`src/design/lcr_pkg.sv`:
```
// ============================================================================
// Link command recognizer package
// Shared constants, types and digit conversion helpers for the link command
// recognizer.
// ============================================================================
package lcr_pkg;

    // Command buffer geometry.
    localparam int BUFFER_CHARS = 14;
    localparam int CNT_W        = $clog2(BUFFER_CHARS + 1);
    localparam int IDX_W        = $clog2(BUFFER_CHARS);

    // Special characters.
    localparam logic [7:0] CH_PLUS = 8'h2B;
    localparam logic [7:0] CH_ZERO = 8'h30;
    localparam logic [7:0] CH_NINE = 8'h39;

    // Command words, first character in the high byte.
    localparam logic [31:0] CMD_CONN   = "CONN";
    localparam logic [31:0] CMD_LOST   = "LOST";
    localparam logic [39:0] CMD_TIME   = "TIME:";
    localparam logic [39:0] CMD_DATE   = "DATE:";
    localparam logic [39:0] CMD_NOTIFY = "ANCS8";
    localparam logic [47:0] CMD_UPDATE = "UPDATE";

    // Required fill counts for each command.
    localparam logic [CNT_W-1:0] LEN_SHORT  = CNT_W'(4);
    localparam logic [CNT_W-1:0] LEN_TIME   = CNT_W'(11);
    localparam logic [CNT_W-1:0] LEN_DATE   = CNT_W'(14);
    localparam logic [CNT_W-1:0] LEN_NOTIFY = CNT_W'(13);
    localparam logic [CNT_W-1:0] LEN_UPDATE = CNT_W'(6);

    // Event kind codes.
    localparam logic [2:0] EV_CONN   = 3'd0;
    localparam logic [2:0] EV_LOST   = 3'd1;
    localparam logic [2:0] EV_TIME   = 3'd2;
    localparam logic [2:0] EV_DATE   = 3'd3;
    localparam logic [2:0] EV_NOTIFY = 3'd4;
    localparam logic [2:0] EV_UPDATE = 3'd5;

    // Buffer contents as they stand after the current word is appended.
    typedef logic [BUFFER_CHARS-1:0][7:0] char_row_t;

    typedef struct packed {
        char_row_t        chars;
        logic [CNT_W-1:0] count;
        logic [CNT_W-1:0] count_now;
    } store_view_t;

    // One decoded event plus the control that goes back to the buffer.
    typedef struct packed {
        logic        hit;
        logic        clear_buf;
        logic [2:0]  kind;
        logic [6:0]  hours;
        logic [6:0]  minutes;
        logic [6:0]  seconds;
        logic [6:0]  day;
        logic [6:0]  month;
        logic [13:0] year;
        logic [63:0] payload;
    } event_t;

    function automatic logic is_digit(input logic [7:0] c);
        return (c >= CH_ZERO) && (c <= CH_NINE);
    endfunction

    // Two-character number; conversion stops at the first non-digit.
    function automatic logic [6:0] two_digits(input logic [7:0] c0, input logic [7:0] c1);
        logic [6:0] v;
        v = '0;
        if (is_digit(c0))
        begin
            v = 7'(c0 - CH_ZERO);
            if (is_digit(c1))
            begin
                v = 7'(v * 7'd10) + 7'(c1 - CH_ZERO);
            end
        end
        return v;
    endfunction

    // Four-character number; conversion stops at the first non-digit.
    function automatic logic [13:0] four_digits(input logic [7:0] c0, input logic [7:0] c1,
                                                input logic [7:0] c2, input logic [7:0] c3);
        logic [13:0] v;
        v = '0;
        if (is_digit(c0))
        begin
            v = 14'(c0 - CH_ZERO);
            if (is_digit(c1))
            begin
                v = 14'(v * 14'd10) + 14'(c1 - CH_ZERO);
                if (is_digit(c2))
                begin
                    v = 14'(v * 14'd10) + 14'(c2 - CH_ZERO);
                    if (is_digit(c3))
                    begin
                        v = 14'(v * 14'd10) + 14'(c3 - CH_ZERO);
                    end
                end
            end
        end
        return v;
    endfunction

endpackage

```
`src/design/link_command_recognizer.sv`:
```
// ============================================================================
// Link command recognizer
// Collects received link characters and reports recognized commands as
// events with their decoded fields.
// ============================================================================
//
//  Channel | Handshake            | Fields
//  --------+----------------------+---------------------------------------------
//  input   | in_valid / in_ready  | rx_byte
//  output  | out_valid / out_ready| event_kind, hours, minutes, seconds,
//          |                      | day_value, month_value, year_value,
//          |                      | notify_payload
//
//  One word per cycle sustained while no held event stalls the input register.
//  A word is registered on entry, then appended to the buffer, compared, and
//  any event loaded into the output register.
//  The asynchronous reset empties the buffer and both word registers.
//  A held event stalls the input register; a word that gives no event moves
//  on even while an event waits at the output.
//
module link_command_recognizer
    import lcr_pkg::*;
(
    input  logic        clk,
    input  logic        rst_n,
    input  logic        in_valid,
    output logic        in_ready,
    input  logic [7:0]  rx_byte,
    output logic        out_valid,
    input  logic        out_ready,
    output logic [2:0]  event_kind,
    output logic [6:0]  hours,
    output logic [6:0]  minutes,
    output logic [6:0]  seconds,
    output logic [6:0]  day_value,
    output logic [6:0]  month_value,
    output logic [13:0] year_value,
    output logic [63:0] notify_payload
);

    logic        in_valid_reg;
    logic [7:0]  in_byte_reg;
    logic        out_valid_reg;
    event_t      out_evt_reg;
    store_view_t view;
    event_t      evt;
    logic        out_free;
    logic        process_fire;

    // A word moves on when it brings no event or the output can take one.
    always_comb
    begin
        out_free     = !out_valid_reg || out_ready;
        process_fire = in_valid_reg && (out_free || !evt.hit);
        in_ready     = !in_valid_reg || process_fire;
    end

    lcr_store u_store (
        .clk         (clk),
        .rst_n       (rst_n),
        .commit      (process_fire),
        .in_byte     (in_byte_reg),
        .clear_after (evt.clear_buf),
        .view        (view)
    );

    lcr_decode u_decode (
        .view    (view),
        .in_byte (in_byte_reg),
        .evt     (evt)
    );

    // Input register.
    always_ff @(posedge clk or negedge rst_n)
    begin
        if (!rst_n)
        begin
            in_valid_reg <= 1'b0;
        end
        else if (in_valid && in_ready)
        begin
            in_valid_reg <= 1'b1;
        end
        else if (process_fire)
        begin
            in_valid_reg <= 1'b0;
        end
    end

    always_ff @(posedge clk)
    begin
        if (in_valid && in_ready)
        begin
            in_byte_reg <= rx_byte;
        end
    end

    // Output register.
    always_ff @(posedge clk or negedge rst_n)
    begin
        if (!rst_n)
        begin
            out_valid_reg <= 1'b0;
        end
        else if (process_fire && evt.hit)
        begin
            out_valid_reg <= 1'b1;
        end
        else if (out_ready)
        begin
            out_valid_reg <= 1'b0;
        end
    end

    always_ff @(posedge clk)
    begin
        if (process_fire && evt.hit)
        begin
            out_evt_reg <= evt;
        end
    end

    // Output ports.
    assign out_valid      = out_valid_reg;
    assign event_kind     = out_evt_reg.kind;
    assign hours          = out_evt_reg.hours;
    assign minutes        = out_evt_reg.minutes;
    assign seconds        = out_evt_reg.seconds;
    assign day_value      = out_evt_reg.day;
    assign month_value    = out_evt_reg.month;
    assign year_value     = out_evt_reg.year;
    assign notify_payload = out_evt_reg.payload;

`ifndef SYNTHESIS
    // The fill count never runs past the buffer size.
    a_count_bound: assert property (@(posedge clk) disable iff (!rst_n)
        view.count_now <= CNT_W'(BUFFER_CHARS))
        else $error("fill count exceeds buffer size");

    // An event never overwrites one that is still waiting.
    a_no_overwrite: assert property (@(posedge clk) disable iff (!rst_n)
        (out_valid_reg && !out_ready) |-> !(process_fire && evt.hit))
        else $error("pending event overwritten");

    // Every event other than update leaves the buffer empty.
    a_clear_on_event: assert property (@(posedge clk) disable iff (!rst_n)
        (process_fire && evt.hit && (evt.kind != EV_UPDATE))
        |=> (view.count_now == '0))
        else $error("buffer not emptied after event");

    // A plus word leaves the buffer empty and gives no event.
    a_plus_clears: assert property (@(posedge clk) disable iff (!rst_n)
        (process_fire && (in_byte_reg == CH_PLUS))
        |=> ((view.count_now == '0) && !$rose(out_valid_reg)))
        else $error("plus word mishandled");
`endif

endmodule

```
`src/design/lcr_store.sv`:
```
// ============================================================================
// Link command recognizer character store
// Holds the command characters and the fill count, and presents the buffer
// as it looks once the current word has been appended.
// ============================================================================
module lcr_store
    import lcr_pkg::*;
(
    input  logic        clk,
    input  logic        rst_n,
    input  logic        commit,
    input  logic [7:0]  in_byte,
    input  logic        clear_after,
    output store_view_t view
);

    logic [7:0]       char_store_reg [BUFFER_CHARS];
    logic [CNT_W-1:0] count_reg;
    logic [CNT_W-1:0] count_next;
    logic [IDX_W-1:0] wr_idx;
    logic [CNT_W-1:0] count_appended;
    logic             is_plus;

    // A full buffer restarts at position zero.
    always_comb
    begin
        if (count_reg >= CNT_W'(BUFFER_CHARS))
        begin
            wr_idx = '0;
        end
        else
        begin
            wr_idx = count_reg[IDX_W-1:0];
        end
        count_appended = CNT_W'(wr_idx) + CNT_W'(1);
        is_plus        = (in_byte == CH_PLUS);
    end

    // Buffer view with the new word already in place.
    always_comb
    begin
        for (int i = 0; i < BUFFER_CHARS; i++)
        begin
            if (IDX_W'(i) == wr_idx)
            begin
                view.chars[i] = in_byte;
            end
            else
            begin
                view.chars[i] = char_store_reg[i];
            end
        end
        view.count     = count_appended;
        view.count_now = count_reg;
    end

    // Fill count update: a plus word or a clearing match empties the buffer.
    always_comb
    begin
        count_next = count_reg;
        if (commit)
        begin
            if (is_plus || clear_after)
            begin
                count_next = '0;
            end
            else
            begin
                count_next = count_appended;
            end
        end
    end

    always_ff @(posedge clk or negedge rst_n)
    begin
        if (!rst_n)
        begin
            count_reg <= '0;
        end
        else
        begin
            count_reg <= count_next;
        end
    end

    // Character storage needs no reset; only written entries are compared.
    always_ff @(posedge clk)
    begin
        if (commit && !is_plus)
        begin
            char_store_reg[wr_idx] <= in_byte;
        end
    end

endmodule

```
`src/design/lcr_decode.sv`:
```
// ============================================================================
// Link command recognizer decoder
// Compares the buffer view against the known commands and extracts the
// numeric and payload fields of a match.
// ============================================================================
module lcr_decode
    import lcr_pkg::*;
(
    input  store_view_t view,
    input  logic [7:0]  in_byte,
    output event_t      evt
);

    logic       is_plus;
    logic       m_conn;
    logic       m_lost;
    logic       m_time;
    logic       m_date;
    logic       m_notify;
    logic       m_update;
    logic [39:0] prefix5;

    // Command matches, each gated by its exact fill count.
    always_comb
    begin
        is_plus  = (in_byte == CH_PLUS);
        prefix5  = {view.chars[0], view.chars[1], view.chars[2], view.chars[3],
                    view.chars[4]};
        m_conn   = (view.count == LEN_SHORT) && (prefix5[39:8] == CMD_CONN);
        m_lost   = (view.count == LEN_SHORT) && (prefix5[39:8] == CMD_LOST);
        m_time   = (view.count == LEN_TIME) && (prefix5 == CMD_TIME);
        m_date   = (view.count == LEN_DATE) && (prefix5 == CMD_DATE);
        m_notify = (view.count == LEN_NOTIFY) && (prefix5 == CMD_NOTIFY);
        m_update = (view.count == LEN_UPDATE)
                   && ({prefix5, view.chars[5]} == CMD_UPDATE);
    end

    // Priority select of the event and its fields; unused fields stay zero.
    always_comb
    begin
        evt           = '0;
        evt.clear_buf = 1'b1;
        if (!is_plus)
        begin
            if (m_conn)
            begin
                evt.hit  = 1'b1;
                evt.kind = EV_CONN;
            end
            else if (m_lost)
            begin
                evt.hit  = 1'b1;
                evt.kind = EV_LOST;
            end
            else if (m_time)
            begin
                evt.hit     = 1'b1;
                evt.kind    = EV_TIME;
                evt.hours   = two_digits(view.chars[5], view.chars[6]);
                evt.minutes = two_digits(view.chars[7], view.chars[8]);
                evt.seconds = two_digits(view.chars[9], view.chars[10]);
            end
            else if (m_date)
            begin
                evt.hit   = 1'b1;
                evt.kind  = EV_DATE;
                evt.day   = two_digits(view.chars[5], view.chars[6]);
                evt.month = two_digits(view.chars[7], view.chars[8]);
                evt.year  = four_digits(view.chars[9], view.chars[10],
                                        view.chars[11], view.chars[12]);
            end
            else if (m_notify)
            begin
                evt.hit     = 1'b1;
                evt.kind    = EV_NOTIFY;
                evt.payload = {view.chars[12], view.chars[11], view.chars[10],
                               view.chars[9], view.chars[8], view.chars[7],
                               view.chars[6], view.chars[5]};
            end
            else if (m_update)
            begin
                evt.hit       = 1'b1;
                evt.kind      = EV_UPDATE;
                evt.clear_buf = 1'b0;
            end
        end
        if (!evt.hit)
        begin
            evt.clear_buf = 1'b0;
        end
    end

endmodule
```
`config.mk`:
```
export PLATFORM = sky130hd
export DESIGN_NAME = link_command_recognizer
export DESIGN_NICKNAME = d
export VERILOG_FILES = /design/src/design/lcr_pkg.sv /design/src/design/link_command_recognizer.sv /design/src/design/lcr_store.sv /design/src/design/lcr_decode.sv
export SDC_FILE = /design/constraint.sdc
export NUM_CORES = 1
export LEC_CHECK = 0
export ABC_AREA = 1
export BUFFER_PORTS_ARGS = -buffer_cell sky130_fd_sc_hd__buf_2
export CORE_UTILIZATION = 25
export CTS_CLUSTER_DIAMETER = 150
export DETAILED_ROUTE_END_ITERATION = 7
export SYNTH_ARGS = -nofsm -noshare
export SYNTH_HDL_FRONTEND = slang
export SYNTH_SLANG_ARGS = --single-unit
```
`constraint.sdc`:
```
create_clock -name clk -period 8.9 [get_ports clk]
set_input_delay 0.445 -clock clk [delete_from_list [all_inputs] [get_ports clk]]
set_output_delay 0.445 -clock clk [all_outputs]
set_load 0.01 [all_outputs]
```
==> results of run 1 <==
[kinds of logic after synthesis]
| kind of cell | after synthesis | share of synthesized area (%) |
|---|---|---|
| AO/OA/AOI/OAI | 273 | 10.4 |
| AND/OR/NAND/NOR | 676 | 19.2 |
| XOR/XNOR | 73 | 4.19 |
| buffers and inverters | 317 | 8.39 |
| adder cells (fa/ha/maj) | 138 | 12.0 |
| flip-flops | 234 | 45.9 |
[how the worst max path moves through the flow]
stage	startpoint	to	slack [ns]	depth (start not counted)
after floorplan	u_store.count_reg[1]$_DFFE_PN0P_	year_value[13]$_SDFFCE_PP0P_	1.00	47
final	u_store.count_reg[2]$_DFFE_PN0P_	year_value[13]$_SDFFCE_PP0P_	0.65	40
after global routing	u_store.count_reg[3]$_DFFE_PN0P_	year_value[13]$_SDFFCE_PP0P_	-0.005	45
after global placement	u_store.count_reg[1]$_DFFE_PN0P_	year_value[13]$_SDFFCE_PP0P_	0.42	43
after detailed placement	u_store.count_reg[1]$_DFFE_PN0P_	year_value[13]$_SDFFCE_PP0P_	0.23	43
after CTS	u_store.count_reg[1]$_DFFE_PN0P_	year_value[13]$_SDFFCE_PP0P_	0.20	43
[synth_stat cells, types with 11 or more instances]
| cell | number |
|---|---|
| nand2_1 | 304 |
| inv_1 | 275 |
| edfxtp_1 | 228 |
| nor2_1 | 217 |
| ha_1 | 125 |
| o21ai_0 | 94 |
| a21oi_1 | 87 |
| nand3_1 | 51 |
| xor2_1 | 49 |
| o211ai_1 | 30 |
| nand4_1 | 28 |
| xnor2_1 | 24 |
| buf_2 | 17 |
| nor2_2 | 15 |
| o21ai_1 | 15 |
| nor3_1 | 14 |
| fa_1 | 13 |
| or2_2 | 11 |
[through the flow]
| step | util (%) | cells | cell area, µm² | hold WS [ns] | TNS, ns |
|---|---|---|---|---|---|
| 5_1_grt | 29.4 | 2661 | 17800 | 0.0570 | -0.00464 |
| 4_1_cts | 29.3 | 2660 | 17700 | 0.0514 | 0 |
| 6_report | 29.4 | 2661 | 17800 | 0.0774 | 0 |
| 3_3_place_gp | 27.9 | 2612 | 16800 | 0.299 | 0 |
| 3_5_place_dp | 27.9 | 2612 | 16800 | 0.301 | 0 |
| 2_1_floorplan | - | 1711 | 15200 | 0.149 | 0 |
[placed cells by master (no fill, tap or decap), types with 11 or more instances in the layout]
cell type,count
inv_1,274
nor2_2,16
o21ai_0,88
o21ai_1,18
buf_2,129
ha_1,124
xnor2_1,24
nor3_1,13
nand2_1,304
fa_1,13
a21oi_1,86
or2_2,11
nor2_1,215
xor2_1,45
buf_4,25
nand4_1,28
edfxtp_1,228
nand3_1,51
o211ai_1,30
clkbuf_16,26
[routing by layer]
| metal | global-route usage [%] | part of all wire, % |
|---|---|---|
| met4 | 4.10 | 2.6 |
| met1 | 18.2 | 45 |
| met3 | 1.30 | 4.0 |
| met5 | 0 | 0 |
| met2 | 23.3 | 48 |
[area by class of cell]
class | count | area, µm²
Sequential cell | 234 | 7000
Clock buffer | 35 | 724
Inverter | 283 | 1060
Timing Repair Buffer | 155 | 843
Clock inverter | 12 | 106
Multi-Input combinational cell | 1160 | 7040
Fill cell | 6337 | 42600
Tap cell | 782 | 978
[what timing repair did]
action                                  CTS  global route
buffers inserted                          0             1
hold endpoints to repair                  6             0
hold buffers                              1             0
resized for setup                         0            23
endpoints found under the setup margin    0             3
==> flow_metrics.py, run 1 <==
metrics = {
    "outcome": {
        "status": "finished, final reports clean",
    },
    "synth": {
        "synth_top_cell_area_share_pct": 44.9,
        "netlist_area_um2": 15200,
        "async_flop_share_pct": 2.56,
        "synth-edff-count": 228,
        "yosysWarnings": 0,
        "postSynthAreaPerCell_um2": 8.91,
        "synth_flop_cell": "edfxtp_1",
        "synth_seq_area_share_pct": 45.9,
        "ys_ff_latch": 234,
        "synth_cell_type_count": 51,
        "synth_cells": 1711,
        "yosysTopAreaCell": "edfxtp_1",
        "synthTopCellsByArea": "edfxtp_1, ha_1, nand2_1, inv_1, nor2_1",
        "synth_nets": 1861,
    },
    "route": {
        "drt_wl_total_um": 43500,
        "drtIter0Drc": 760,
        "dr.pass1.iters": 5,
        "wl_per_cell_um": 16.3,
        "drc": 0,
        "vias_per_cell": 4.49,
        "vias": 11948,
        "ant_nets": 0,
    },
    "worst_setup_path": {
        "timing.critical_path.buf_inv": 4,
        "cp_common_cell": "nand2_1",
        "reg2reg_slack_ns": 0.65,
        "r2r_start": "u_store.count_reg[2]$_DFFE_PN0P_",
        "crit_family": "adder cells",
        "cp.arrival_ns": 8.55,
        "cpMaxStageDelayCell": "fa_1",
        "critPathRequiredTime_ns": 9.19,
        "crit_fanout": 15,
        "r2r-end": "year_value[13]$_SDFFCE_PP0P_",
        "worstSetupEndpointType": "flop",
        "cpPeakStageDelay_ns": 0.54,
        "start_kind": "flop",
        "r2r_cells": 40,
        "crit_type": "reg -> reg",
    },
    "die": {
        "die_h_um": 249,
        "die_area_um2": 62000,
        "rows": 90,
        "die_w_um": 249,
        "io_pins": 130,
        "initial_core_util_pct": 25.3,
        "core_um2": 60400,
    },
    "sta": {
        "fin_worst_skew_ns": 0.0231,
        "setup_slack_ns": 0.649,
        "fin_crit_sh_pct": 92.7,
        "final_hold_viol_count": 0,
        "final-max-slew-violation-count": 0,
        "fin_crit_ns": 8.25,
        "timing.fmax_ghz": 0.121,
        "slew_headroom_pct": 41.9,
        "tightest_slew_ns": 0.870,
        "setup_viol": 0,
    },
    "grt": {
        "track_usage_pct": 13.6,
        "grt_antenna_before_repair": 0,
        "globalRouteOverflowTotal": 0,
        "grt_pass1_wl_um": 66200,
        "grt_pass1_vias": 11476,
        "grt_max_degree": 61,
    },
    "clocking": {
        "clkLatencyLatePin_ns": 0.57,
        "clkTransAtPathRegs_ns": 0.06,
        "cts_buffers": 26,
        "cts-root-buf": "clkbuf_16",
        "clockBufferDepth": 3,
        "cts.sinks": 234,
        "cts_tree": "done",
        "htree_levels": 1,
    },
    "min_path": {
        "whs_path_depth": 1,
        "worstHoldPathType": "in -> reg",
        "hp-start": "rx_byte[4]",
        "whs_endpoint": "in_byte_reg[4]$_DFFE_PP_",
    },
    "final_layout": {
        "num_antenna_cells": 0,
        "drive_above_1_share_pct": 14.7,
        "nets": 2010,
        "largest_register_ff_count": 104,
        "syn2layout_area_growth_pct": 16.5,
    },
    "job": {
        "max-cap-violations": 0,
    },
    "placed_design": {
        "gp_congestion": 0.932,
        "dp_hpwl_um": 33100,
        "place_ws_ns": 0.232,
        "port_buffers": 129,
    },
}
Power of run 1 is left out: the tool's default activity adds up to more than one toggle a clock period on the data nets, which glitch-free logic cannot reach.
==> run 2, diff against run 1 <==
--- a/config.mk
+++ b/config.mk
@@ -10,6 +10,7 @@
 export CORE_UTILIZATION = 25
 export CTS_CLUSTER_DIAMETER = 150
 export DETAILED_ROUTE_END_ITERATION = 7
+export PLACE_DENSITY_LB_ADDON = 0.3
 export SYNTH_ARGS = -nofsm -noshare
 export SYNTH_HDL_FRONTEND = slang
 export SYNTH_SLANG_ARGS = --single-unit
==> run 2 against run 1 <==
- setup slack lost 0.11 ns
- via count grew 0.27%
- count of clock-buffer cells in the layout shrank 4
- maximum frequency shrank 1.3%
- flip-flop and latch count is the same
- clock skew shrank 0.0032 ns
- sequential share of layout area shrank 0.32 points
- critical path type unchanged
- register-to-register slack lost 0.11 ns
- global-route usage grew 0.51 points
==> flow_metrics.py, run 2 (synthesized netlist as in run 1, its figures left out) <==
metrics = {
    "die": {
        "die_h_um": 249,
        "io_pins": 130,
        "die_area_um2": 62000,
        "core_um2": 60400,
        "die_w_um": 249,
        "initial_core_util_pct": 25.3,
        "rows": 90,
    },
    "route": {
        "dr.pass1.iters": 5,
        "wl_per_cell_um": 16.7,
        "drc": 0,
        "vias": 11980,
        "drtIter0Drc": 789,
        "drt_wl_total_um": 44600,
        "vias_per_cell": 4.49,
        "ant_nets": 0,
    },
    "grt": {
        "grt_use_met3_pct": 1.31,
        "grt_pass1_wl_um": 68800,
        "grt_antenna_before_repair": 0,
        "use_met2_pct": 24.3,
        "track_usage_pct": 14.1,
        "globalRouteOverflowTotal": 0,
        "grt.met1_usage_pct": 18.9,
        "grt-busiest-layer": "met2",
        "grt_max_degree": 79,
        "grt_pass1_vias": 11720,
    },
    "worst_setup_path": {
        "cp_common_cell": "nand2_1",
        "start_kind": "flop",
        "r2r_start": "u_store.count_reg[0]$_DFFE_PN0P_",
        "cpMaxStageDelayCell": "dfrtp_2",
        "critPathRequiredTime_ns": 9.22,
        "cp.arrival_ns": 8.68,
        "r2r_cells": 47,
        "critPathLaunch": "u_store.count_reg[0]$_DFFE_PN0P_",
        "crit_type": "reg -> reg",
        "crit_fanout": 17,
        "cpPeakStageDelay_ns": 0.43,
        "worstSetupEndpointType": "flop",
    },
    "sta": {
        "timing.fmax_ghz": 0.120,
        "final_hold_viol_count": 0,
        "setup_viol": 0,
        "fin_crit_ns": 8.36,
        "fin_worst_skew_ns": 0.0199,
        "fin_crit_sh_pct": 93.9,
        "slew_headroom_pct": 29.7,
        "final-max-slew-violation-count": 0,
        "tightest_slew_ns": 1.05,
    },
    "min_path": {
        "worstHoldPathType": "in -> reg",
        "hp-start": "rx_byte[6]",
        "whs_path_depth": 1,
    },
    "placed_design": {
        "gp_congestion": 0.891,
        "port_buffers": 129,
        "post_dp_cell_area_um2": 16800,
        "dp_hpwl_um": 34100,
    },
    "final_layout": {
        "layout_commonest_cell": "nand2_1",
        "drive_above_1_share_pct": 15.1,
        "final_util_pct": 29.7,
        "stdcell_area_um2": 17900,
        "syn2layout_area_growth_pct": 17.4,
        "most-common-layout-cells": "nand2_1, inv_1, edfxtp_1",
        "largest_register_ff_count": 104,
        "nets": 2015,
        "num_antenna_cells": 0,
        "n_fill_cell": 6393,
    },
    "clocking": {
        "cts-root-buf": "clkbuf_16",
        "cts_tree": "done",
        "clkTransAtPathRegs_ns": 0.06,
        "clkLatencyLatePin_ns": 0.59,
        "htree_levels": 1,
        "cts.sinks": 234,
        "clockBufferDepth": 3,
        "cts_buffers": 29,
    },
    "job": {
        "max-cap-violations": 0,
    },
    "outcome": {
        "status": "finished, final reports clean",
    },
}
## run 2: repair_timing
| action | 4_1_cts | 5_1_grt |
|---|---|---|
| buffers inserted | 0 | 6 |
| endpoints found under the setup margin | 1 | 3 |
| hold buffers | 1 | 0 |
| hold endpoints to repair | 6 | 0 |
| pin swaps | 0 | 4 |
| resized for setup | 1 | 23 |
| gates cloned | 0 | 0 |
## run 2: final timing paths
check	endpoint	slack [ns]
worst min register to register	u_store.count_reg[0]$_DFFE_PN0P_	0.59
min in group asynchronous	u_store.count_reg[2]$_DFFE_PN0P_	0.25
max in group asynchronous	u_store.count_reg[3]$_DFFE_PN0P_	8.45
worst max register to register	year_value[13]$_SDFFCE_PP0P_	0.54
worst max-delay path	year_value[13]$_SDFFCE_PP0P_	0.54
worst min-delay path	in_byte_reg[6]$_DFFE_PP_	0.04
## run 2: final cells by class
class	count	area [µm²]	area share (%)
flip-flops and latches	234	7000	39.1
clock inverters	19	201	1.13
repair buffers	157	858	4.79
well taps	782	978	5.47
inverters	283	1060	5.95
multi-input cells	1160	7060	39.5
clock buffers	31	733	4.10
## run 2: layer usage
metal  up-vias  part of all wire [%]
met4         0                   2.0
met5         -                     0
li1       5998                     -
met3        52                   3.7
met1      5710                    46
met2       220                    48
## run 2: worst max-delay path, delay by kind of cell (launching register included)
family	cells	cell delay, ns
fa+ha+maj	9	3.02
flops	1	0.43
xor+xnor	5	1.00
compound gates	8	1.29
simple gates	18	1.77
buf+inv	7	0.57
## run 2: stage by stage
stage	std cells	TNS, ns	hold slack [ns]	setup WS (ns)
finish	2666	0	0.0436	0.542
global route	2666	-0.0183	0.0157	-0.0183
CTS	2660	0	0.0161	0.0541
detailed placement	2609	-0.0500	0.322	-0.0500
global placement	2609	0	0.318	0.144
floorplan	1711	0	0.149	1.00
Power of run 2 is left out for the same reason.
